<file path="src/hw/rtl/wpm_pkg.sv">
// shared constants and types for the wildcard pattern matcher
// used by wpm_step and wildcard_pattern_match; no dependencies
`default_nettype none

package wpm_pkg;

    localparam int PAT_MAX   = 32;
    localparam int PAT_IDX_W = (PAT_MAX > 1) ? $clog2(PAT_MAX) : 1;
    localparam int PAT_LEN_W = $clog2(PAT_MAX + 1);
    localparam int POS_W     = PAT_MAX + 1;

    localparam logic [7:0] SYM_STAR = 8'h2A;
    localparam logic [7:0] SYM_ANY  = 8'h3F;

    typedef enum logic [1:0] {
        KIND_CLEAR  = 2'd0,
        KIND_APPEND = 2'd1,
        KIND_START  = 2'd2,
        KIND_TEXT   = 2'd3
    } kind_t;

    typedef logic [PAT_MAX-1:0][7:0] pat_store_t;
    typedef logic [POS_W-1:0]        pos_set_t;

endpackage

`default_nettype wire

</file>
<file path="src/hw/rtl/wpm_step.sv">
// one step of the active position set: seed position 0 on a start or advance over a text byte, then close over '*'
// depends on wpm_pkg
`default_nettype none

module wpm_step (
    input  wpm_pkg::kind_t                kind,
    input  logic [7:0]                    data_byte,
    input  wpm_pkg::pos_set_t             active,
    input  wpm_pkg::pat_store_t           pat_store,
    input  logic [wpm_pkg::PAT_LEN_W-1:0] pat_len,
    output wpm_pkg::pos_set_t             active_next,
    output logic                          matched
);

    logic [wpm_pkg::PAT_MAX-1:0] in_pat;
    logic [wpm_pkg::PAT_MAX-1:0] star_v;
    logic [wpm_pkg::PAT_MAX-1:0] step_v;
    logic [wpm_pkg::PAT_MAX-1:0] gen_v;
    wpm_pkg::pos_set_t           seed;
    wpm_pkg::pos_set_t           run_sum;
    wpm_pkg::pos_set_t           run_carry;

    always_comb
    begin
        for (int i = 0; i < wpm_pkg::PAT_MAX; i++)
        begin
            in_pat[i] = (wpm_pkg::PAT_LEN_W'(i) < pat_len);
            star_v[i] = in_pat[i] && (pat_store[i] == wpm_pkg::SYM_STAR);
            step_v[i] = in_pat[i] && ((pat_store[i] == wpm_pkg::SYM_STAR) ||
                                      (pat_store[i] == wpm_pkg::SYM_ANY) ||
                                      (pat_store[i] == data_byte));
        end
    end

    always_comb
    begin
        case (kind)
            wpm_pkg::KIND_START:
                seed = wpm_pkg::POS_W'(1);
            wpm_pkg::KIND_TEXT:
                // a star keeps its own position and every match moves one on
                seed = {1'b0, active[wpm_pkg::PAT_MAX-1:0] & star_v} |
                       {active[wpm_pkg::PAT_MAX-1:0] & step_v, 1'b0};
            default:
                seed = '0;
        endcase
    end

    // star closure as a carry chain: a set bit on a star run carries past the run's end
    assign gen_v       = seed[wpm_pkg::PAT_MAX-1:0] & star_v;
    assign run_sum     = {1'b0, star_v} + {1'b0, gen_v};
    assign run_carry   = run_sum ^ {1'b0, star_v} ^ {1'b0, gen_v};
    assign active_next = seed | run_carry;

    assign matched = ((kind == wpm_pkg::KIND_START) || (kind == wpm_pkg::KIND_TEXT)) &&
                     active_next[pat_len];

endmodule

`default_nettype wire

</file>
<file path="src/hw/rtl/wildcard_pattern_match.sv">
// wildcard pattern matcher top level: input stage, pattern store, position set, result stage
// depends on wpm_pkg and wpm_step
//
// usage:
//   one input channel (item_valid, item_stall, kind, data_byte) and one result
//   channel (result_valid, result_stall, matched, status); a beat moves when
//   valid is high and stall is low at a rising edge of clk
//   kind 0 clears the pattern, kind 1 appends data_byte to it, kind 2 starts a
//   text, kind 3 feeds data_byte as the next text byte; every beat gives
//   exactly one result beat, in order
//   '?' in the pattern matches any one byte, '*' matches any run of bytes
//   the result is registered in the result stage when the input stage passes the beat on
//   throughput: one beat per cycle while the result is not stalled; the position
//   update (advance and star closure between the input stage and the result stage) is combinational
//   a stalled result holds; the input stage still takes one more beat and
//   item_stall rises only once both stages are full
//   reset (rst_n low, async) empties both stages, the pattern length and the
//   position set; pattern bytes themselves are not cleared
`default_nettype none

module wildcard_pattern_match (
    input  wire logic       clk,
    input  wire logic       rst_n,
    input  wire logic       item_valid,
    output logic            item_stall,
    input  wire logic [1:0] kind,
    input  wire logic [7:0] data_byte,
    output logic            result_valid,
    input  wire logic       result_stall,
    output logic            matched,
    output logic            status
);

    logic                          in_v_reg;
    logic                          in_v_next;
    wpm_pkg::kind_t                in_kind_reg;
    logic [7:0]                    in_byte_reg;
    logic                          out_v_reg;
    logic                          out_v_next;
    logic                          matched_reg;
    logic                          status_reg;
    logic [wpm_pkg::PAT_LEN_W-1:0] len_reg;
    logic [wpm_pkg::PAT_LEN_W-1:0] len_next;
    wpm_pkg::pos_set_t             active_reg;
    wpm_pkg::pos_set_t             active_next;
    wpm_pkg::pat_store_t           store_reg;

    wpm_pkg::pos_set_t             step_active;
    logic                          step_matched;
    logic                          out_free;
    logic                          fire;
    logic                          item_accept;
    logic                          pat_full;
    logic                          do_append;

    assign out_free    = !out_v_reg || !result_stall;
    assign fire        = in_v_reg && out_free;
    assign item_stall  = in_v_reg && !out_free;
    assign item_accept = item_valid && !item_stall;

    assign pat_full  = (len_reg == wpm_pkg::PAT_LEN_W'(wpm_pkg::PAT_MAX));
    assign do_append = fire && (in_kind_reg == wpm_pkg::KIND_APPEND) && !pat_full;

    wpm_step u_step (
        .kind        (in_kind_reg),
        .data_byte   (in_byte_reg),
        .active      (active_reg),
        .pat_store   (store_reg),
        .pat_len     (len_reg),
        .active_next (step_active),
        .matched     (step_matched)
    );

    always_comb
    begin
        in_v_next   = item_accept || (in_v_reg && !fire);
        out_v_next  = fire || (out_v_reg && result_stall);
        len_next    = len_reg;
        active_next = active_reg;
        if (fire)
        begin
            active_next = step_active;
            if (in_kind_reg == wpm_pkg::KIND_CLEAR)
            begin
                len_next = '0;
            end
            else if (do_append)
            begin
                len_next = len_reg + 1'b1;
            end
        end
    end

    always_ff @(posedge clk or negedge rst_n)
    begin
        if (!rst_n)
        begin
            in_v_reg   <= 1'b0;
            out_v_reg  <= 1'b0;
            len_reg    <= '0;
            active_reg <= '0;
        end
        else
        begin
            in_v_reg   <= in_v_next;
            out_v_reg  <= out_v_next;
            len_reg    <= len_next;
            active_reg <= active_next;
        end
    end

    // payload registers, no reset
    always_ff @(posedge clk)
    begin
        if (item_accept)
        begin
            in_kind_reg <= wpm_pkg::kind_t'(kind);
            in_byte_reg <= data_byte;
        end
        if (fire)
        begin
            matched_reg <= step_matched;
            status_reg  <= (in_kind_reg == wpm_pkg::KIND_APPEND) && pat_full;
        end
        if (do_append)
        begin
            store_reg[len_reg[wpm_pkg::PAT_IDX_W-1:0]] <= in_byte_reg;
        end
    end

    assign result_valid = out_v_reg;
    assign matched      = matched_reg;
    assign status       = status_reg;

    a_len_bound: assert property (@(posedge clk) disable iff (!rst_n)
        len_reg <= wpm_pkg::PAT_LEN_W'(wpm_pkg::PAT_MAX))
        else $error("pattern length beyond capacity");

    a_no_pos_past_len: assert property (@(posedge clk) disable iff (!rst_n)
        ((active_reg >> len_reg) >> 1) == '0)
        else $error("active position beyond pattern end");

    a_clear_empties: assert property (@(posedge clk) disable iff (!rst_n)
        (fire && (in_kind_reg == wpm_pkg::KIND_CLEAR)) |=>
            (len_reg == '0) && (active_reg == '0))
        else $error("clear left pattern or positions behind");

    a_status_no_match: assert property (@(posedge clk) disable iff (!rst_n)
        (result_valid && status) |-> !matched)
        else $error("dropped append reported a match");

    a_stall_only_full: assert property (@(posedge clk) disable iff (!rst_n)
        item_stall |-> (in_v_reg && out_v_reg))
        else $error("input stalled with a free stage");

endmodule

`default_nettype wire

</file>
<file path="config.mk">
export PLATFORM = sky130hd
export DESIGN_NAME = wildcard_pattern_match
export DESIGN_NICKNAME = d
export VERILOG_FILES = /design/src/hw/rtl/wpm_pkg.sv /design/src/hw/rtl/wpm_step.sv /design/src/hw/rtl/wildcard_pattern_match.sv
export SDC_FILE = /design/constraint.sdc
export NUM_CORES = 1
export LEC_CHECK = 0
export BUFFER_PORTS_ARGS = -buffer_cell sky130_fd_sc_hd__buf_4
export CORE_MARGIN = 4
export CORE_UTILIZATION = 40
export DETAILED_ROUTE_END_ITERATION = 8
export PLACE_DENSITY = 0.51
export SLEW_MARGIN = 20
export SYNTH_ARGS = -nofsm -noshare
export SYNTH_HDL_FRONTEND = slang
export SYNTH_SLANG_ARGS = --single-unit
</file>
<file path="constraint.sdc">
create_clock -name clk -period 10.18 [get_ports clk]
set_input_delay 2.036 -clock clk [delete_from_list [all_inputs] [get_ports clk]]
set_output_delay 2.036 -clock clk [all_outputs]
set_load 0.01 [all_outputs]
</file>
==> impl_table.tex <==
\begin{tabular}{lr}
\hline
Metric & Value \\
\hline
\multicolumn{2}{l}{\textbf{Outcome}} \\
Status & finished, final reports clean \\
\multicolumn{2}{l}{\textbf{GRT}} \\
Met3 Usage GRT & 3.79\% \\
Remaining Overflow, GRT & 0 \\
Met2 track utilization from global routing & 34.0\% \\
Vias in the first global route & 13700 \\
GRT busiest layer & met2 \\
Global routing met1 resource utilization & 30.7\% \\
Antenna violations before repair & 1 \\
Largest net degree at the start of global routing & 54 \\
Global-route wire length before repair & 80700 µm \\
Total GRT Usage & 21.6\% \\
\multicolumn{2}{l}{\textbf{Detailed routing}} \\
Drt wl/cell & 22.3 µm \\
Wire length after detailed routing & 51900 µm \\
Post-DRT Antenna Nets & 0 \\
Number of DRC violations after detailed-routing iteration 0 & 1016 \\
First-pass iteration count of the detailed router & 5 \\
Overall via count from detail\_route & 13600 \\
DRC violations left & 0 \\
Avg Vias per Cell & 5.84 \\
\multicolumn{2}{l}{\textbf{STA}} \\
Setup clock skew after layout & 0.0178 ns \\
Unrepaired setup endpoints after global routing & false \\
Max Slew Vio Count & 0 \\
Final hold slack & 0.488 ns \\
Worst slew pin tran & 1.09 ns \\
Total negative slack & 0 ns \\
Final Setup Violations & 0 \\
Timing-limited maximum frequency & 0.178 GHz \\
Rel. slew slack & 27.2\% \\
Final Critical Period & 5.62 ns \\
Final Hold Fails & 0 \\
Final period util & 55.2\% \\
\multicolumn{2}{l}{\textbf{Worst setup path}} \\
Worst-path fanout max & 18 \\
Reg2reg end & matched \\
Worst Setup End Kind & flop \\
Path depth of the worst reg2reg path & 18 \\
Biggest cell delay along the critical path & 0.71 ns \\
Cell-by-cell trace of the critical path & buf\_4 -> inv\_1 -> ha\_1 -> a21boi\_0 -> o21ai\_0 -> nor2\_1 -> nor3\_1 -> ha\_1 -> o211ai\_1 -> nand3\_1 -> nor3\_1 -> nor3b\_1 -> a2111oi\_0 -> a22oi\_1 -> a41oi\_1 -> nor4\_1 -> nand4\_1 -> a211oi\_2 \\
Flop2flop setup slack & 4.56 ns \\
Number of buffers and inverters on the critical path & 2 \\
FF-to-FF Start & len\_reg[1] \\
Arrival time reported for the critical path endpoint & 5.91 ns \\
Setup crit start kind & flop \\
CP top delay family & compound AO/OA/AOI/OAI gates \\
Type of the worst setup path & flop to flop \\
Cell depth of the worst setup path & 18 \\
Slowest cell on the critical path & sky130\_fd\_sc\_hd\_\_a2111oi\_0 \\
Critical path required time & 10.47 ns \\
\multicolumn{2}{l}{\textbf{Synth}} \\
Flop and latch count out of synthesis & 308 \\
Yosys cell types & 92 \\
Share of the yosys chip area belonging to registers & 50.4\% \\
Post-synth top area cell & sky130\_fd\_sc\_hd\_\_edfxtp\_1 \\
Fraction of synthesized cell area taken by the top area cell type & 44.8\% \\
Synth Cell Area & 18000 µm² \\
Synth Flop Type & sky130\_fd\_sc\_hd\_\_edfxtp\_1 \\
Synthesized netlist cell count & 1701 \\
Number of nets produced by synthesis & 1721 \\
Synthesized area per cell & 10.6 µm² \\
Yosys warning total & 0 \\
Number of enable-type register cells in the synthesized netlist & 268 \\
Asr flop ratio synth & 13.0\% \\
Top cells by area, synth & sky130\_fd\_sc\_hd\_\_edfxtp\_1, sky130\_fd\_sc\_hd\_\_xnor2\_1, sky130\_fd\_sc\_hd\_\_xor2\_1 \\
\multicolumn{2}{l}{\textbf{Hold path}} \\
Hold worst-path end & active\_reg[6] \\
Critical hold path startpoint & active\_reg[6] \\
Hold depth & 2 \\
Hold crit path type & flop to flop \\
\multicolumn{2}{l}{\textbf{CTS}} \\
Root buffer cell & sky130\_fd\_sc\_hd\_\_clkbuf\_16 \\
Hold buffer count at cts & 0 \\
Number of clock sinks & 308 \\
TritonCTS clock tree & built \\
Post-CTS clock slew at the launch and capture registers of the worst setup and hold paths & 0.07 ns \\
Post-CTS sizing & 0 \\
Bufs on Longest Clock Path & 3 \\
Setup fix buffers added after clock tree synthesis & 0 \\
CTS H-Tree Depth & 2 \\
Clock network latency to the later pin of the worst-skew pair & 0.56 ns \\
Cts bufs inserted & 36 \\
\multicolumn{2}{l}{\textbf{Floorplan}} \\
Die area & 48400 µm² \\
Std-Cell Rows & 77 \\
Area of the core & 44300 µm² \\
Height of the chip & 220 µm \\
Io pins & 18 \\
Width of the die & 220 µm \\
Initial core utilization & 40.5\% \\
\multicolumn{2}{l}{\textbf{Final layout}} \\
Final layout net count & 1730 \\
Most common cell after layout, fill and taps aside & sky130\_fd\_sc\_hd\_\_edfxtp\_1 \\
Antenna diode count & 0 \\
Share of post-route cells with drive strength above 1 & 8.63\% \\
Area Growth Syn to Fin & 10.8\% \\
Most used cells in the layout excluding fill and tap cells & sky130\_fd\_sc\_hd\_\_edfxtp\_1, sky130\_fd\_sc\_hd\_\_xnor2\_1, sky130\_fd\_sc\_hd\_\_nor2\_1, sky130\_fd\_sc\_hd\_\_xor2\_1, sky130\_fd\_sc\_hd\_\_nand2\_1 \\
Largest register FFs & 256 \\
\multicolumn{2}{l}{\textbf{Power}} \\
Post-layout total power & 3.12 mW \\
Static Leakage & 6.35 nW \\
Power density over cell area & 157 nW/µm² \\
Worst IR Drop VDD & 0.000131 V \\
\multicolumn{2}{l}{\textbf{Placed design}} \\
Port-buffer cells & 17 \\
Final GP Congestion & 0.934 \\
Placed wire-length estimate & 35500 µm \\
\multicolumn{2}{l}{\textbf{Job}} \\
Max capacitance violation total & 0 \\
\hline
\end{tabular}
## layer usage
metal	share of wire, %	wire, µm	vias to the layer above
met5	0	0	-
met4	2.7	1400	0
met3	5.2	2720	77
met2	45	23400	361
met1	47	24300	6695
li1	-	-	6478
## report_power, final
group          internal, mW  switching, mW
clock network         0.846          0.522
logic                0.0968          0.225
registers              1.40         0.0294
total                  2.34          0.777
## worst min-delay path, stage by stage, from the launching register on
cell and delay, ns:
sky130_fd_sc_hd__dfrtp_1 0.35, sky130_fd_sc_hd__nand2_1 0.05, sky130_fd_sc_hd__o21ai_0 0.06
## Yosys cell counts, types with 24 or more instances
library cell / number
sky130_fd_sc_hd__or3_1: 35
sky130_fd_sc_hd__dfrtp_1: 40
sky130_fd_sc_hd__nor3_1: 68
sky130_fd_sc_hd__edfxtp_1: 268
sky130_fd_sc_hd__nand3_1: 60
sky130_fd_sc_hd__nand2_1: 115
sky130_fd_sc_hd__clkbuf_1: 24
sky130_fd_sc_hd__xor2_1: 121
sky130_fd_sc_hd__a21oi_1: 72
sky130_fd_sc_hd__o21ai_0: 84
sky130_fd_sc_hd__inv_1: 35
sky130_fd_sc_hd__buf_2: 31
sky130_fd_sc_hd__nor2_1: 133
sky130_fd_sc_hd__xnor2_1: 137
sky130_fd_sc_hd__and3_1: 27
sky130_fd_sc_hd__nor4_1: 40
sky130_fd_sc_hd__nand4_1: 61
## area by class of cell
type | count | area, µm²
clock buffer | 41 | 941
clock inverter | 25 | 315
multi-input combinational | 1283 | 8390
fill | 4250 | 24400
inverter | 36 | 135
timing repair buffer | 45 | 338
sequential | 308 | 9050
tap | 592 | 741
## worst max-delay path by stage
stage	startpoint	slack, ns	endpoint
after floorplan	result_stall	5.93	item_stall
after global placement	result_stall	4.56	store_reg[126]
after detailed placement	result_stall	4.46	store_reg[126]
after CTS	len_reg[1]	4.72	matched
after global routing	len_reg[1]	4.25	matched
final	len_reg[1]	4.56	matched
## metrics by stage
stage               cells  util [%]  worst slack, ns  area (µm²)
detailed placement   2264      42.0             4.46       18600
global route         2330      44.9             4.25       19900
floorplan            1701         -             5.93       18000
finish               2330      44.9             4.56       19900
CTS                  2330      44.9             4.72       19900
global placement     2264      42.0             4.56       18600
## logic make-up after synthesis
kind of cell | after synthesis | share of synthesized area [%]
AOI/OAI and AO/OA | 377 | 14.7
xor gates and xnor gates | 258 | 12.6
adders and majority gates | 6 | 0.418
buffers and inverters | 110 | 3.06
DFF | 308 | 50.4
muxes | 2 | 0.125
and+or+nand+nor | 640 | 18.8
No activity file was read; power rests on OpenSTA's default activity.
